**config.mk**
```make
export PLATFORM = sky130hd
export DESIGN_NAME = arp_cache_engine_unit
export DESIGN_NICKNAME = d
export VERILOG_FILES = /design/src/hw/rtl/ace_pkg.sv /design/src/hw/rtl/arp_cache_engine_unit.sv /design/src/hw/rtl/ace_lru.sv /design/src/hw/rtl/ace_core.sv
export SDC_FILE = /design/constraint.sdc
export NUM_CORES = 2
export LEC_CHECK = 0
export CELL_PAD_IN_SITES_DETAIL_PLACEMENT = 1
export CELL_PAD_IN_SITES_GLOBAL_PLACEMENT = 1
export CORE_ASPECT_RATIO = 1.2
export CORE_MARGIN = 2
export CORE_UTILIZATION = 40
export DETAILED_ROUTE_END_ITERATION = 7
export DONT_BUFFER_PORTS = 1
export PLACE_DENSITY = 0.66
export SKIP_LAST_GASP = 1
export SLEW_MARGIN = 20
export SYNTH_ARGS = -nofsm -noshare
export SYNTH_HDL_FRONTEND = slang
export SYNTH_SLANG_ARGS = --single-unit
```
**constraint.sdc**
```tcl
create_clock -name clk -period 13.4 [get_ports clk]
set_input_delay 2.01 -clock clk [delete_from_list [all_inputs] [get_ports clk]]
set_output_delay 2.01 -clock clk [all_outputs]
set_load 0.01 [all_outputs]
```
**src/hw/rtl/ace_pkg.sv**
```systemverilog
// ace_pkg: shared types, codes and helpers of the arp cache engine
// used by ace_lru, ace_core and arp_cache_engine_unit; no dependencies
package ace_pkg;

    localparam int IDX_MAX_W   = 6;   // slot index width at the largest cache size
    localparam int CNT_MAX_W   = 7;
    localparam int SLOT_W      = 4;
    localparam int MAX_RESULTS = 16;
    localparam int RES_CNT_W   = 5;
    localparam int APB_ADDR_W  = 5;
    localparam int APB_DATA_W  = 32;

    // op codes of an input beat
    localparam logic [1:0] OP_LEARN   = 2'd0;
    localparam logic [1:0] OP_RESOLVE = 2'd1;
    localparam logic [1:0] OP_LOOKUP  = 2'd2;
    localparam logic [1:0] OP_TICK    = 2'd3;

    // result kinds
    localparam logic [3:0] KIND_LEARNED  = 4'd0;
    localparam logic [3:0] KIND_NO_ROOM  = 4'd1;
    localparam logic [3:0] KIND_REPLY    = 4'd2;
    localparam logic [3:0] KIND_RELEASE  = 4'd3;
    localparam logic [3:0] KIND_TRANSMIT = 4'd4;
    localparam logic [3:0] KIND_QUEUED   = 4'd5;
    localparam logic [3:0] KIND_Q_FULL   = 4'd6;
    localparam logic [3:0] KIND_NEW_REQ  = 4'd7;
    localparam logic [3:0] KIND_HIT      = 4'd8;
    localparam logic [3:0] KIND_BCAST    = 4'd9;
    localparam logic [3:0] KIND_MISS     = 4'd10;
    localparam logic [3:0] KIND_REREQ    = 4'd11;
    localparam logic [3:0] KIND_FREED    = 4'd12;
    localparam logic [3:0] KIND_EVICTED  = 4'd13;

    // register indexes of the config port
    localparam logic [2:0] REG_OWN_ADDRESS   = 3'd0;
    localparam logic [2:0] REG_SUBNET_MASK   = 3'd1;
    localparam logic [2:0] REG_STABLE_TICKS  = 3'd2;
    localparam logic [2:0] REG_PENDING_TICKS = 3'd3;
    localparam logic [2:0] REG_RETRY_LIMIT   = 3'd4;
    localparam logic [2:0] REG_QUEUE_LIMIT   = 3'd5;

    typedef struct packed {
        logic [1:0]  op;
        logic [31:0] proto_addr;
        logic [47:0] hw_addr;
        logic [31:0] target_addr;
        logic        is_request;
    } ace_in_t;

    typedef struct packed {
        logic [3:0]  kind;
        logic [31:0] out_proto;
        logic [47:0] out_hw;
        logic [3:0]  slot;
        logic [5:0]  pkt_count;
        logic        last;
    } ace_out_t;

    typedef struct packed {
        logic [31:0] own_address;
        logic [31:0] subnet_mask;
        logic [15:0] stable_ticks;
        logic [15:0] pending_ticks;
        logic [7:0]  retry_limit;
        logic [5:0]  queue_limit;
    } ace_cfg_t;

    typedef struct packed {
        logic        resolved;
        logic [31:0] proto;
        logic [47:0] hw;
        logic [15:0] timeout;
        logic [7:0]  retries;
        logic [5:0]  queued;
    } ace_entry_t;

    typedef enum logic [1:0] {
        LRU_NONE,
        LRU_TOUCH,
        LRU_INSERT,
        LRU_REMOVE
    } ace_lru_op_t;

    typedef struct packed {
        ace_lru_op_t          op;
        logic [IDX_MAX_W-1:0] slot;
        logic [IDX_MAX_W-1:0] qrank;
        logic [IDX_MAX_W-1:0] qslot;
    } ace_lru_cmd_t;

    typedef struct packed {
        logic                 free_found;
        logic [IDX_MAX_W-1:0] free_slot;
        logic                 rank_found;
        logic [IDX_MAX_W-1:0] rank_slot;
        logic                 slot_valid;
        logic [CNT_MAX_W-1:0] count;
    } ace_lru_stat_t;

    function automatic logic is_bcast(input logic [31:0] a, input logic [31:0] mask);
        logic [31:0] host;
        host = ~mask;
        return (a == 32'hFFFF_FFFF) || ((a & host) == host);
    endfunction

    function automatic ace_out_t make_res(input logic [3:0] kind, input logic [31:0] proto,
                                          input logic [47:0] hw, input logic [3:0] slot,
                                          input logic [5:0] cnt);
        ace_out_t r;
        r.kind      = kind;
        r.out_proto = proto;
        r.out_hw    = hw;
        r.slot      = slot;
        r.pkt_count = cnt;
        r.last      = 1'b0;
        return r;
    endfunction

endpackage

```
**src/hw/rtl/arp_cache_engine_unit.sv**
```systemverilog
// arp_cache_engine_unit: top level with the config registers of the arp cache engine
// depends on ace_pkg, ace_lru and ace_core
//
// An IPv4-to-MAC cache of ENTRIES slots in least-recently-used order. One request beat
// is taken at a time; req_ready stays low until its last result beat has been staged.
// A learn, resolve or lookup walks the address tags one slot per cycle and stops at the
// matching slot; a resolve or lookup of a broadcast address skips the walk. A tick
// selects each valid slot in rank order and then updates it. This pace is set by the
// single-port entry store, which the sequencer reads and writes one slot per cycle.
// Results come out one beat per cycle at most, through a one-deep output register,
// and a stalled rsp_ready holds the sequencer. No clearing pass runs after reset.
module arp_cache_engine_unit import ace_pkg::*; #(
    parameter int ENTRIES = 16
) (
    input  logic                  clk,
    input  logic                  rst_n,
    input  logic                  req_valid,
    output logic                  req_ready,
    input  ace_in_t               req_data,
    output logic                  rsp_valid,
    input  logic                  rsp_ready,
    output ace_out_t              rsp_data,
    input  logic                  psel,
    input  logic                  penable,
    input  logic                  pwrite,
    input  logic [APB_ADDR_W-1:0] paddr,
    input  logic [APB_DATA_W-1:0] pwdata,
    output logic [APB_DATA_W-1:0] prdata,
    output logic                  pready
);

    ace_cfg_t      cfg_reg;
    ace_lru_cmd_t  lru_cmd;
    ace_lru_stat_t lru_stat;
    logic [2:0]    reg_idx;

    assign pready  = 1'b1;
    assign reg_idx = paddr[APB_ADDR_W-1:2];

    always_ff @(posedge clk or negedge rst_n)
    begin
        if (!rst_n)
        begin
            cfg_reg.own_address   <= 32'h0000_0000;
            cfg_reg.subnet_mask   <= 32'hFFFF_FF00;
            cfg_reg.stable_ticks  <= 16'd20;
            cfg_reg.pending_ticks <= 16'd3;
            cfg_reg.retry_limit   <= 8'd5;
            cfg_reg.queue_limit   <= 6'd4;
        end
        else if (psel && penable && pwrite)
        begin
            unique case (reg_idx)
                REG_OWN_ADDRESS:   cfg_reg.own_address   <= pwdata;
                REG_SUBNET_MASK:   cfg_reg.subnet_mask   <= pwdata;
                REG_STABLE_TICKS:  cfg_reg.stable_ticks  <= pwdata[15:0];
                REG_PENDING_TICKS: cfg_reg.pending_ticks <= pwdata[15:0];
                REG_RETRY_LIMIT:   cfg_reg.retry_limit   <= pwdata[7:0];
                REG_QUEUE_LIMIT:   cfg_reg.queue_limit   <= pwdata[5:0];
                default:
                begin
                end
            endcase
        end
    end

    always_comb
    begin
        unique case (reg_idx)
            REG_OWN_ADDRESS:   prdata = cfg_reg.own_address;
            REG_SUBNET_MASK:   prdata = cfg_reg.subnet_mask;
            REG_STABLE_TICKS:  prdata = APB_DATA_W'(cfg_reg.stable_ticks);
            REG_PENDING_TICKS: prdata = APB_DATA_W'(cfg_reg.pending_ticks);
            REG_RETRY_LIMIT:   prdata = APB_DATA_W'(cfg_reg.retry_limit);
            REG_QUEUE_LIMIT:   prdata = APB_DATA_W'(cfg_reg.queue_limit);
            default:           prdata = '0;
        endcase
    end

    ace_lru #(
        .ENTRIES (ENTRIES)
    ) u_lru (
        .clk   (clk),
        .rst_n (rst_n),
        .cmd   (lru_cmd),
        .stat  (lru_stat)
    );

    ace_core #(
        .ENTRIES (ENTRIES)
    ) u_core (
        .clk       (clk),
        .rst_n     (rst_n),
        .cfg       (cfg_reg),
        .req_valid (req_valid),
        .req_ready (req_ready),
        .req_data  (req_data),
        .rsp_valid (rsp_valid),
        .rsp_ready (rsp_ready),
        .rsp_data  (rsp_data),
        .lru_cmd   (lru_cmd),
        .lru_stat  (lru_stat)
    );

endmodule

```
**src/hw/rtl/ace_lru.sv**
```systemverilog
// ace_lru: valid bits, recency ranks and fill count of the cache slots
// depends on ace_pkg for the command and status structs
module ace_lru import ace_pkg::*; #(
    parameter int ENTRIES = 16
) (
    input  logic          clk,
    input  logic          rst_n,
    input  ace_lru_cmd_t  cmd,
    output ace_lru_stat_t stat
);

    localparam int SW = $clog2(ENTRIES);
    localparam int CW = $clog2(ENTRIES + 1);

    logic [ENTRIES-1:0] valid_reg;
    logic [ENTRIES-1:0] valid_next;
    logic [SW-1:0]      rank_reg  [ENTRIES];
    logic [SW-1:0]      rank_next [ENTRIES];
    logic [CW-1:0]      count_reg;
    logic [CW-1:0]      count_next;
    logic [SW-1:0]      sel;
    logic [SW-1:0]      sel_rank;
    logic [SW-1:0]      qrank;

    assign sel      = cmd.slot[SW-1:0];
    assign sel_rank = rank_reg[sel];
    assign qrank    = cmd.qrank[SW-1:0];

    always_comb
    begin
        valid_next = valid_reg;
        count_next = count_reg;
        for (int i = 0; i < ENTRIES; i++)
        begin
            rank_next[i] = rank_reg[i];
        end
        unique case (cmd.op)
            LRU_TOUCH:
            begin
                for (int i = 0; i < ENTRIES; i++)
                begin
                    if (SW'(i) != sel && valid_reg[i] && rank_reg[i] < sel_rank)
                    begin
                        rank_next[i] = rank_reg[i] + 1'b1;
                    end
                end
                rank_next[sel] = '0;
            end
            LRU_INSERT:
            begin
                for (int i = 0; i < ENTRIES; i++)
                begin
                    if (SW'(i) != sel && valid_reg[i])
                    begin
                        rank_next[i] = rank_reg[i] + 1'b1;
                    end
                end
                rank_next[sel]  = '0;
                valid_next[sel] = 1'b1;
                count_next      = count_reg + 1'b1;
            end
            LRU_REMOVE:
            begin
                for (int i = 0; i < ENTRIES; i++)
                begin
                    if (SW'(i) != sel && valid_reg[i] && rank_reg[i] > sel_rank)
                    begin
                        rank_next[i] = rank_reg[i] - 1'b1;
                    end
                end
                valid_next[sel] = 1'b0;
                count_next      = count_reg - 1'b1;
            end
            default:
            begin
            end
        endcase
    end

    // lowest free slot and the slot holding the queried rank
    always_comb
    begin
        stat.free_found = 1'b0;
        stat.free_slot  = '0;
        stat.rank_found = 1'b0;
        stat.rank_slot  = '0;
        for (int i = ENTRIES - 1; i >= 0; i--)
        begin
            if (!valid_reg[i])
            begin
                stat.free_found = 1'b1;
                stat.free_slot  = IDX_MAX_W'(i);
            end
            if (valid_reg[i] && rank_reg[i] == qrank)
            begin
                stat.rank_found = 1'b1;
                stat.rank_slot  = IDX_MAX_W'(i);
            end
        end
        stat.slot_valid = valid_reg[cmd.qslot[SW-1:0]];
        stat.count      = CNT_MAX_W'(count_reg);
    end

    always_ff @(posedge clk or negedge rst_n)
    begin
        if (!rst_n)
        begin
            valid_reg <= '0;
            count_reg <= '0;
        end
        else
        begin
            valid_reg <= valid_next;
            count_reg <= count_next;
        end
    end

    always_ff @(posedge clk)
    begin
        for (int i = 0; i < ENTRIES; i++)
        begin
            rank_reg[i] <= rank_next[i];
        end
    end

endmodule

```
**src/hw/rtl/ace_core.sv**
```systemverilog
// ace_core: entry store, sequencer and result staging of the arp cache engine
// depends on ace_pkg; drives ace_lru through a command struct
module ace_core import ace_pkg::*; #(
    parameter int ENTRIES = 16
) (
    input  logic          clk,
    input  logic          rst_n,
    input  ace_cfg_t      cfg,
    input  logic          req_valid,
    output logic          req_ready,
    input  ace_in_t       req_data,
    output logic          rsp_valid,
    input  logic          rsp_ready,
    output ace_out_t      rsp_data,
    output ace_lru_cmd_t  lru_cmd,
    input  ace_lru_stat_t lru_stat
);

    localparam int SW = $clog2(ENTRIES);
    localparam int CW = $clog2(ENTRIES + 1);

    typedef enum logic [3:0] {
        ST_IDLE,
        ST_FIND,
        ST_HIT,
        ST_MISS,
        ST_EVICT,
        ST_NEW,
        ST_L_REL,
        ST_L_REPLY,
        ST_BCAST,
        ST_TICK_SEL,
        ST_TICK_UPD,
        ST_DONE
    } state_t;

    state_t               state_reg;
    state_t               state_next;
    ace_in_t              item_reg;
    logic [SW-1:0]        ptr_reg;
    logic [SW-1:0]        ptr_next;
    logic [CW-1:0]        r_reg;
    logic [CW-1:0]        r_next;
    logic [5:0]           q_reg;
    logic [5:0]           q_next;
    logic [SW-1:0]        rep_reg;
    logic [SW-1:0]        rep_next;
    logic [RES_CNT_W-1:0] nres_reg;
    ace_out_t             hold_reg;
    logic                 hold_valid_reg;
    ace_out_t             out_reg;
    logic                 out_valid_reg;

    ace_entry_t           mem [ENTRIES];
    ace_entry_t           rd_data_reg;
    ace_entry_t           wr_data;
    logic                 wr_en;

    logic                 emit_ok;
    logic                 emit_req;
    ace_out_t             emit_res;
    logic                 flush;
    logic                 for_me;
    logic [5:0]           q_inc;
    ace_entry_t           d;

    assign d         = rd_data_reg;
    assign for_me    = (item_reg.target_addr == cfg.own_address);
    assign emit_ok   = !hold_valid_reg || !out_valid_reg || rsp_ready;
    assign req_ready = (state_reg == ST_IDLE);
    assign rsp_valid = out_valid_reg;
    assign rsp_data  = out_reg;
    assign q_inc     = (d.queued == 6'h3F) ? d.queued : d.queued + 1'b1;

    always_comb
    begin
        state_next    = state_reg;
        ptr_next      = ptr_reg;
        r_next        = r_reg;
        q_next        = q_reg;
        rep_next      = rep_reg;
        emit_req      = 1'b0;
        emit_res      = '0;
        flush         = 1'b0;
        wr_en         = 1'b0;
        wr_data       = d;
        lru_cmd.op    = LRU_NONE;
        lru_cmd.slot  = IDX_MAX_W'(ptr_reg);
        lru_cmd.qslot = IDX_MAX_W'(ptr_reg);
        lru_cmd.qrank = (state_reg == ST_MISS) ? IDX_MAX_W'(ENTRIES - 1) : IDX_MAX_W'(r_reg);
        unique case (state_reg)
            ST_IDLE:
            begin
                if (req_valid)
                begin
                    ptr_next = '0;
                    r_next   = '0;
                    unique case (req_data.op)
                        OP_LEARN:   state_next = ST_FIND;
                        OP_TICK:    state_next = ST_TICK_SEL;
                        default:
                        begin
                            state_next = is_bcast(req_data.proto_addr, cfg.subnet_mask)
                                         ? ST_BCAST : ST_FIND;
                        end
                    endcase
                end
            end
            ST_FIND:
            begin
                // one tag per cycle in slot order
                if (lru_stat.slot_valid && d.proto == item_reg.proto_addr)
                begin
                    state_next = ST_HIT;
                end
                else if (ptr_reg == SW'(ENTRIES - 1))
                begin
                    state_next = ST_MISS;
                end
                else
                begin
                    ptr_next = ptr_reg + 1'b1;
                end
            end
            ST_HIT:
            begin
                if (emit_ok)
                begin
                    lru_cmd.op = LRU_TOUCH;
                    emit_req   = 1'b1;
                    state_next = ST_DONE;
                    unique case (item_reg.op)
                        OP_LEARN:
                        begin
                            wr_en            = 1'b1;
                            wr_data.resolved = 1'b1;
                            wr_data.proto    = item_reg.proto_addr;
                            wr_data.hw       = item_reg.hw_addr;
                            wr_data.timeout  = cfg.stable_ticks;
                            wr_data.retries  = cfg.retry_limit;
                            wr_data.queued   = '0;
                            q_next           = d.queued;
                            rep_next         = ptr_reg;
                            emit_res   = make_res(KIND_LEARNED, item_reg.proto_addr,
                                                  item_reg.hw_addr, SLOT_W'(ptr_reg), '0);
                            state_next = ST_L_REL;
                        end
                        OP_LOOKUP:
                        begin
                            if (d.resolved)
                            begin
                                emit_res = make_res(KIND_HIT, item_reg.proto_addr, d.hw,
                                                    SLOT_W'(ptr_reg), '0);
                            end
                            else
                            begin
                                emit_res = make_res(KIND_MISS, item_reg.proto_addr, '0,
                                                    SLOT_W'(ptr_reg), '0);
                            end
                        end
                        default:
                        begin
                            if (d.resolved)
                            begin
                                emit_res = make_res(KIND_TRANSMIT, item_reg.proto_addr, d.hw,
                                                    SLOT_W'(ptr_reg), '0);
                            end
                            else if (d.queued <= cfg.queue_limit)
                            begin
                                wr_en          = 1'b1;
                                wr_data.queued = q_inc;
                                emit_res = make_res(KIND_QUEUED, item_reg.proto_addr, '0,
                                                    SLOT_W'(ptr_reg), q_inc);
                            end
                            else
                            begin
                                emit_res = make_res(KIND_Q_FULL, item_reg.proto_addr, '0,
                                                    SLOT_W'(ptr_reg), 6'd1);
                            end
                        end
                    endcase
                end
            end
            ST_MISS:
            begin
                if (emit_ok)
                begin
                    if (item_reg.op == OP_LOOKUP)
                    begin
                        emit_req   = 1'b1;
                        emit_res   = make_res(KIND_MISS, item_reg.proto_addr, '0, '0, '0);
                        state_next = ST_DONE;
                    end
                    else if (lru_stat.free_found)
                    begin
                        ptr_next   = lru_stat.free_slot[SW-1:0];
                        state_next = ST_NEW;
                    end
                    else if (item_reg.op == OP_RESOLVE || for_me)
                    begin
                        // full: the least recent slot goes
                        ptr_next   = lru_stat.rank_slot[SW-1:0];
                        state_next = ST_EVICT;
                    end
                    else
                    begin
                        emit_req   = 1'b1;
                        emit_res   = make_res(KIND_NO_ROOM, item_reg.proto_addr, '0, '0, '0);
                        rep_next   = '0;
                        state_next = ST_L_REPLY;
                    end
                end
            end
            ST_EVICT:
            begin
                if (emit_ok)
                begin
                    lru_cmd.op = LRU_REMOVE;
                    emit_req   = 1'b1;
                    emit_res   = make_res(KIND_EVICTED, d.proto, d.hw, SLOT_W'(ptr_reg),
                                          d.queued);
                    state_next = ST_NEW;
                end
            end
            ST_NEW:
            begin
                if (emit_ok)
                begin
                    lru_cmd.op      = LRU_INSERT;
                    wr_en           = 1'b1;
                    emit_req        = 1'b1;
                    rep_next        = ptr_reg;
                    wr_data.proto   = item_reg.proto_addr;
                    wr_data.retries = cfg.retry_limit;
                    if (item_reg.op == OP_LEARN)
                    begin
                        wr_data.resolved = 1'b1;
                        wr_data.hw       = item_reg.hw_addr;
                        wr_data.timeout  = cfg.stable_ticks;
                        wr_data.queued   = '0;
                        emit_res   = make_res(KIND_LEARNED, item_reg.proto_addr,
                                              item_reg.hw_addr, SLOT_W'(ptr_reg), '0);
                        state_next = ST_L_REPLY;
                    end
                    else
                    begin
                        wr_data.resolved = 1'b0;
                        wr_data.hw       = '0;
                        wr_data.timeout  = cfg.pending_ticks;
                        wr_data.queued   = 6'd1;
                        emit_res   = make_res(KIND_NEW_REQ, item_reg.proto_addr, '0,
                                              SLOT_W'(ptr_reg), 6'd1);
                        state_next = ST_DONE;
                    end
                end
            end
            ST_L_REL:
            begin
                if (q_reg == '0)
                begin
                    state_next = ST_L_REPLY;
                end
                else if (emit_ok)
                begin
                    emit_req   = 1'b1;
                    emit_res   = make_res(KIND_RELEASE, item_reg.proto_addr, item_reg.hw_addr,
                                          SLOT_W'(ptr_reg), q_reg);
                    state_next = ST_L_REPLY;
                end
            end
            ST_L_REPLY:
            begin
                if (!(for_me && item_reg.is_request))
                begin
                    state_next = ST_DONE;
                end
                else if (emit_ok)
                begin
                    emit_req   = 1'b1;
                    emit_res   = make_res(KIND_REPLY, item_reg.proto_addr, item_reg.hw_addr,
                                          SLOT_W'(rep_reg), '0);
                    state_next = ST_DONE;
                end
            end
            ST_BCAST:
            begin
                if (emit_ok)
                begin
                    emit_req   = 1'b1;
                    emit_res   = make_res(KIND_BCAST, item_reg.proto_addr, '1, '0, '0);
                    state_next = ST_DONE;
                end
            end
            ST_TICK_SEL:
            begin
                if (r_reg < lru_stat.count[CW-1:0])
                begin
                    ptr_next   = lru_stat.rank_slot[SW-1:0];
                    state_next = ST_TICK_UPD;
                end
                else
                begin
                    state_next = ST_DONE;
                end
            end
            ST_TICK_UPD:
            begin
                if (d.timeout > 16'd1)
                begin
                    wr_en           = 1'b1;
                    wr_data.timeout = d.timeout - 1'b1;
                    r_next          = r_reg + 1'b1;
                    state_next      = ST_TICK_SEL;
                end
                else if (emit_ok)
                begin
                    wr_en      = 1'b1;
                    emit_req   = 1'b1;
                    state_next = ST_TICK_SEL;
                    if (d.resolved)
                    begin
                        wr_data.resolved = 1'b0;
                        wr_data.timeout  = cfg.pending_ticks;
                        wr_data.retries  = cfg.retry_limit;
                        emit_res = make_res(KIND_REREQ, d.proto, '0, SLOT_W'(ptr_reg), '0);
                        r_next   = r_reg + 1'b1;
                    end
                    else if (d.retries <= 8'd1)
                    begin
                        // later ranks slide down, so the walk stays at this rank
                        wr_data.retries = '0;
                        wr_data.queued  = '0;
                        lru_cmd.op      = LRU_REMOVE;
                        emit_res = make_res(KIND_FREED, d.proto, '0, SLOT_W'(ptr_reg),
                                            d.queued);
                    end
                    else
                    begin
                        wr_data.retries = d.retries - 1'b1;
                        wr_data.timeout = cfg.pending_ticks;
                        emit_res = make_res(KIND_REREQ, d.proto, '0, SLOT_W'(ptr_reg), '0);
                        r_next   = r_reg + 1'b1;
                    end
                end
            end
            ST_DONE:
            begin
                if (!out_valid_reg || rsp_ready)
                begin
                    flush      = 1'b1;
                    state_next = ST_IDLE;
                end
            end
            default:
            begin
                state_next = ST_IDLE;
            end
        endcase
    end

    // entry store, read data always reflects the slot under ptr_reg
    always_ff @(posedge clk)
    begin
        if (wr_en)
        begin
            mem[ptr_reg] <= wr_data;
        end
        if (wr_en && ptr_reg == ptr_next)
        begin
            rd_data_reg <= wr_data;
        end
        else
        begin
            rd_data_reg <= mem[ptr_next];
        end
    end

    always_ff @(posedge clk or negedge rst_n)
    begin
        if (!rst_n)
        begin
            state_reg      <= ST_IDLE;
            item_reg       <= '0;
            ptr_reg        <= '0;
            r_reg          <= '0;
            q_reg          <= '0;
            rep_reg        <= '0;
            nres_reg       <= '0;
            hold_reg       <= '0;
            hold_valid_reg <= 1'b0;
            out_reg        <= '0;
            out_valid_reg  <= 1'b0;
        end
        else
        begin
            state_reg <= state_next;
            ptr_reg   <= ptr_next;
            r_reg     <= r_next;
            q_reg     <= q_next;
            rep_reg   <= rep_next;
            if (state_reg == ST_IDLE && req_valid)
            begin
                item_reg <= req_data;
                nres_reg <= '0;
            end
            if (rsp_ready)
            begin
                out_valid_reg <= 1'b0;
            end
            // newest result waits in hold until the next one shows it was not the last
            if (emit_req && nres_reg < RES_CNT_W'(MAX_RESULTS))
            begin
                hold_reg       <= emit_res;
                hold_valid_reg <= 1'b1;
                nres_reg       <= nres_reg + 1'b1;
                if (hold_valid_reg)
                begin
                    out_reg       <= hold_reg;
                    out_valid_reg <= 1'b1;
                end
            end
            if (flush)
            begin
                if (hold_valid_reg)
                begin
                    out_reg      <= hold_reg;
                    out_reg.last <= 1'b1;
                end
                else
                begin
                    out_reg      <= make_res(KIND_EVICTED, '0, '0, '0, '0);
                    out_reg.last <= 1'b1;
                end
                hold_valid_reg <= 1'b0;
                out_valid_reg  <= 1'b1;
            end
        end
    end

endmodule

```
-- Word-level counts from Yosys, hierarchy flattened
Memories as Yosys holds them, arrays and structs flattened. A register that Yosys moved wholly into a read port is not among the register bits.
Cells that the tools add are included.
- output and inout port bits: 130
- memories: 2
- bits in writable memories: 1840
- flip-flop bits (word level): 466
- memory list (memory ; words ; bits a word ; read ports ; clocked after memory_dff ; write ports ; line ; text):
    u_core.mem ; 16 ; 111 ; 1 ; 1 ; 1 ; ace_core.sv:54 ; ace_entry_t mem [ENTRIES];
    u_lru.rank_reg ; 16 ; 4 ; 17 ; 0 ; 16 ; ace_lru.sv:17 ; logic [SW-1:0] rank_reg [ENTRIES];
- eq/ne operators: 73
- add/sub/neg operators: 40
- reduce and logical (&&, ||, !) cells: 103
- magnitude comparators: 41
- muxes and demuxes: 253
- bitwise operators: 9
- operators by type and width (operator ; count):
    95-bit 2-to-1 mux ; 16
    95-bit case mux with 8 select lines ; 1
    4-bit 2-to-1 mux ; 132
    93-bit 2-to-1 mux ; 5
    111-bit 2-to-1 mux ; 2
    32-bit case mux with 6 select lines ; 1
    64-bit case mux with 3 select lines ; 1
    95-bit case mux with 2 select lines ; 1
    94-bit 2-to-1 mux ; 2
    80-bit case mux with 2 select lines ; 1
    64-bit bitwise AND ; 2
    7-bit 2-to-1 mux ; 16
    105-bit 2-to-1 mux ; 1
    32-bit == test ; 3
    92-bit 2-to-1 mux ; 1
    30-bit case mux with 3 select lines ; 1
    1-bit logical AND ; 72
    4-bit by 1-bit adder with 4-bit output, second input constant ; 17
    4-bit == test ; 16
    4-bit > comparator ; 16
    4-bit less-than comparator ; 16
    64-bit 2-to-1 mux ; 1
    64-bit inverter ; 1
    4-bit by 1-bit subtractor with 4-bit output, second input constant ; 16
    other kinds (77) ; 178

-- Longest topological paths before layout
- depth in word-level cells: 25
- gate-level depth with buffers: 30
- depth with buffers taken out: 22

-- By module
A second synthesis with hierarchy kept.
- cells, all modules: 6488
- area total of the unflattened synthesis: 101158.3 µm²
- modules (own cells, without submodules) (module ; seq. area each (µm²) ; area an instance (µm²) ; times used ; cells each):
    ace_core ; 61769.2 ; 86344.1 ; 1 ; 5087
    ace_lru ; 2447.3 ; 9594.2 ; 1 ; 1051
    arp_cache_engine_unit ; 2791.4 ; 5220.0 ; 1 ; 350

-- Least setup slack after synthesis
Ideal clock, no wire load.
- path type: register -> register
- from: register (tool-made name)
- to: memory u_core.mem[10][0] in the netlist's numbering, enable pin
- path buffers: 9
- arrival: 8.707 ns
- period minus slack after synthesis: 9.289 ns
- setup time: 0.583 ns
- slack: 4.111 ns
- cell stages (with the launch flop): 21
- cells stage by stage: dfxtp_1 buf_6 buf_12 buf_12 buf_12 buf_12 buf_12 buf_8 buf_8 mux4_2 mux4_2 ha_1 nor2b_1 o21ai_0 a21oi_1 o31ai_1 nand3b_1 a21oi_1 a21oi_1 clkbuf_1 nor2_1
- RTL lines (item ; line):
    to (decl) ; ace_core.sv:54

==> results.py <==
metrics = {
    "power_and_ir_drop": {
        "leakagePower_uw": 0.0380,
        "p_per_area_mw_per_mm2": 230,
        "irDropWorstVdd_mv": 0.142,
    },
    "yosys": {
        "synth_area_mm2": 0.0999,
        "yosys.area_share.simple_pct": 6.00,
        "synth-edff-count": 1840,
        "synth-compound-area-share_pct": 7.82,
        "yosysWarningCount": 0,
        "ys_ff_latch": 2309,
        "synth_top_area_share_pct": 55.3,
        "netlist_instances": 6260,
        "synth-main-ff-cell": "edfxtp_1",
        "ys_seq_area_share_pct": 67.1,
        "synth_top_family_by_area": "multiplexers",
        "synthXorXnorAreaFrac_pct": 1.41,
        "synth_mux_area_share_pct": 13.8,
        "avgSynthCellArea_um2": 16.0,
        "ys_types": 100,
        "synth_adder_area_share_pct": 1.56,
        "synth-async-reset-ratio_pct": 20.1,
        "synth_area_leaders": "edfxtp_1, mux4_2, dfrtp_1",
        "synth_top_area_cell": "edfxtp_1",
        "synth.net_count": 6543,
    },
    "placement": {
        "dpl_cell_area_mm2": 0.104,
        "port_buffers": 0,
        "gp_congestion": 0.873,
        "dp_cells": 9230,
        "dp_hpwl_mm": 185,
    },
    "clock_network": {
        "clock_path_buffers": 4,
        "postCtsSetupRepairBufs": 0,
        "clock-root-buffer": "clkbuf_16",
        "clkSinkCount": 2309,
        "cts_resized": 0,
        "clk_pin_slew_worst_paths_ns": 0.06,
        "cts_tree": "done",
        "cts.htree.levels": 4,
        "ctsHoldBuffers": 0,
        "cts_buffers": 236,
        "clock_latency_ns": 0.91,
    },
    "layout": {
        "fin_cells": 9700,
        "final_cell_mix": "edfxtp_1, nand2_1, mux4_2",
        "largest_reg_flops": 1776,
        "final_common_cell": "edfxtp_1",
        "fin_util_pct": 44.9,
        "fin_nets": 6526,
        "drive_gt1_share_pct": 19.1,
        "area.growth.synth_to_final_pct": 11.5,
        "finalInstanceArea_mm2": 0.111,
    },
    "critical_path": {
        "reg2reg_depth": 16,
        "worstPathCellList": "buf_4 -> buf_4 -> mux4_2 -> mux4_2 -> ha_1 -> nor2b_1 -> o21ai_0 -> a21oi_1 -> o31ai_1 -> nand3b_1 -> a21oi_1 -> a21oi_4 -> buf_4 -> nor2_4 -> buf_4 -> buf_4",
        "cp_max_fo": 51,
        "slowest_stage": "nor2_4",
        "critPathCaptureType": "register",
        "worst-setup-path-type": "register to register",
        "worstPathRequired_ns": 13.92,
        "cp.depth": 16,
        "slowest_delay_ns": 0.87,
        "arrival_ns": 8.78,
        "critPathBufInv": 5,
        "critical_path.top_delay_family": "buffers and inverters",
        "crit_top_cell": "buf_4",
        "critPathLaunchType": "register",
    },
    "global_route": {
        "grt_pass1_vias": 62100,
        "grt_overflow_total": 0,
        "antenna_found_initial": 30,
        "grt_max_degree": 466,
        "grt_usage_pct": 24.4,
        "grt_pass1_wl_mm": 452,
    },
    "floorplan": {
        "die_x_um": 460,
        "die-height_um": 551,
        "start_util_pct": 40.3,
        "ios": 289,
        "die-area_mm2": 0.254,
        "placementRows": 200,
        "core_area_mm2": 0.248,
    },
    "timing": {
        "fin_tns_setup_ns": 0,
        "timing_hold_violations_final": 0,
        "fmax_mhz": 121,
        "slew_violations": 0,
        "timing.final.crit_share_pct": 61.6,
        "finalSetupViolations": 0,
        "period_needed_ns": 8.25,
        "rsz0062_at_grt": "false",
        "slew_headroom_pct": 19.7,
        "clock_skew_ns": 0.0587,
        "worstMarginPinSlew_ns": 1.20,
    },
    "detailed_routing": {
        "drt-initial-drc-count": 6172,
        "routed_wl_mm": 313,
        "ant_nets": 0,
        "wl_per_cell_um": 32.2,
        "via_per_inst": 6.20,
        "num_vias": 60100,
        "drc": 0,
        "first_pass_iters": 5,
    },
    "outcome": {
        "outcome": "complete, no violations",
    },
    "min_path": {
        "hold_depth": 1,
        "hold_path.class": "register to register",
    },
    "flow_run": {
        "maxCapViolations": 0,
    },
}
==> power breakdown <==
part           internal (uW)  total (uW)  switching (uW)
logic                   2700        8030            5330
clock network           3660        6480            2820
registers              10100       11100             999
==> routing by layer <==
layer	up-vias	part of all wire, %	global-route usage, %	wire, um
li1	24800	-	-	-
met1	32200	41	32.6	127000
met2	2536	47	39.5	149000
met3	538	7.5	4.56	23600
met4	8	4.3	9.95	13400
met5	-	0.015	0	46
==> Yosys cell counts, types with 60 or more instances <==
master    number
nor2_1       178
mux2_2       123
mux4_2       483
a21oi_1      135
buf_2         77
nand3_1       60
xnor2_1       84
inv_1         91
mux2i_1      147
o21ai_0      243
nand4_1       70
a22oi_1       92
nor3_1        79
xor2_1        77
nand2_1      673
a22o_1       158
ha_1         123
a221oi_1      98
dfrtp_1      434
edfxtp_1    1840
o22ai_1       75
clkbuf_1     240
==> cell families after synthesis <==
| group | count (synthesis) |
|---|---|
| AND/OR/NAND/NOR | 1303 |
| flip-flops | 2309 |
| buffers and inverters | 500 |
| adder cells (fa/ha/maj) | 124 |
| AO/OA/AOI/OAI | 1108 |
| multiplexers | 754 |
| other | 1 |
| XOR/XNOR | 161 |
==> layout make-up <==
cell class              count  area, um^2
clock buffers             317        6420
multi-input cells        3451       30900
clock inverters           114        1030
flip-flops and latches   2309       67000
fillers                 24100      136000
inverters                  93         354
well taps                3232        4040
diodes                     32        80.1
repair buffers            152        1450
==> worst paths after layout <==
kind | slack (ns) | endpoint | startpoint
max | 5.15 | u_core.mem[7][10] | register
min | 0.48 | u_lru.count_reg[4] | u_lru.count_reg[4]
max reg2reg | 5.15 | u_core.mem[7][10] | register
min reg2reg | 0.48 | u_lru.count_reg[4] | u_lru.count_reg[4]
max in group asynchronous | 10.27 | u_core.rsp_data[76] | rst_n
min in group asynchronous | 0.80 | u_core.rsp_data[32] | rst_n
==> through the flow <==
| stage | hold WS (ns) | worst slack, ns | power (uW) |
|---|---|---|---|
| finish | 0.477 | 5.15 | 25600 |
| global route | 0.497 | 4.85 | 26800 |
| global placement | 0.464 | 5.03 | 18800 |
| floorplan | 0.445 | 4.11 | 16200 |
| detailed placement | 0.466 | 5.13 | 19200 |
| CTS | 0.478 | 5.09 | 25600 |
No activity file was read; power rests on OpenSTA's default activity.
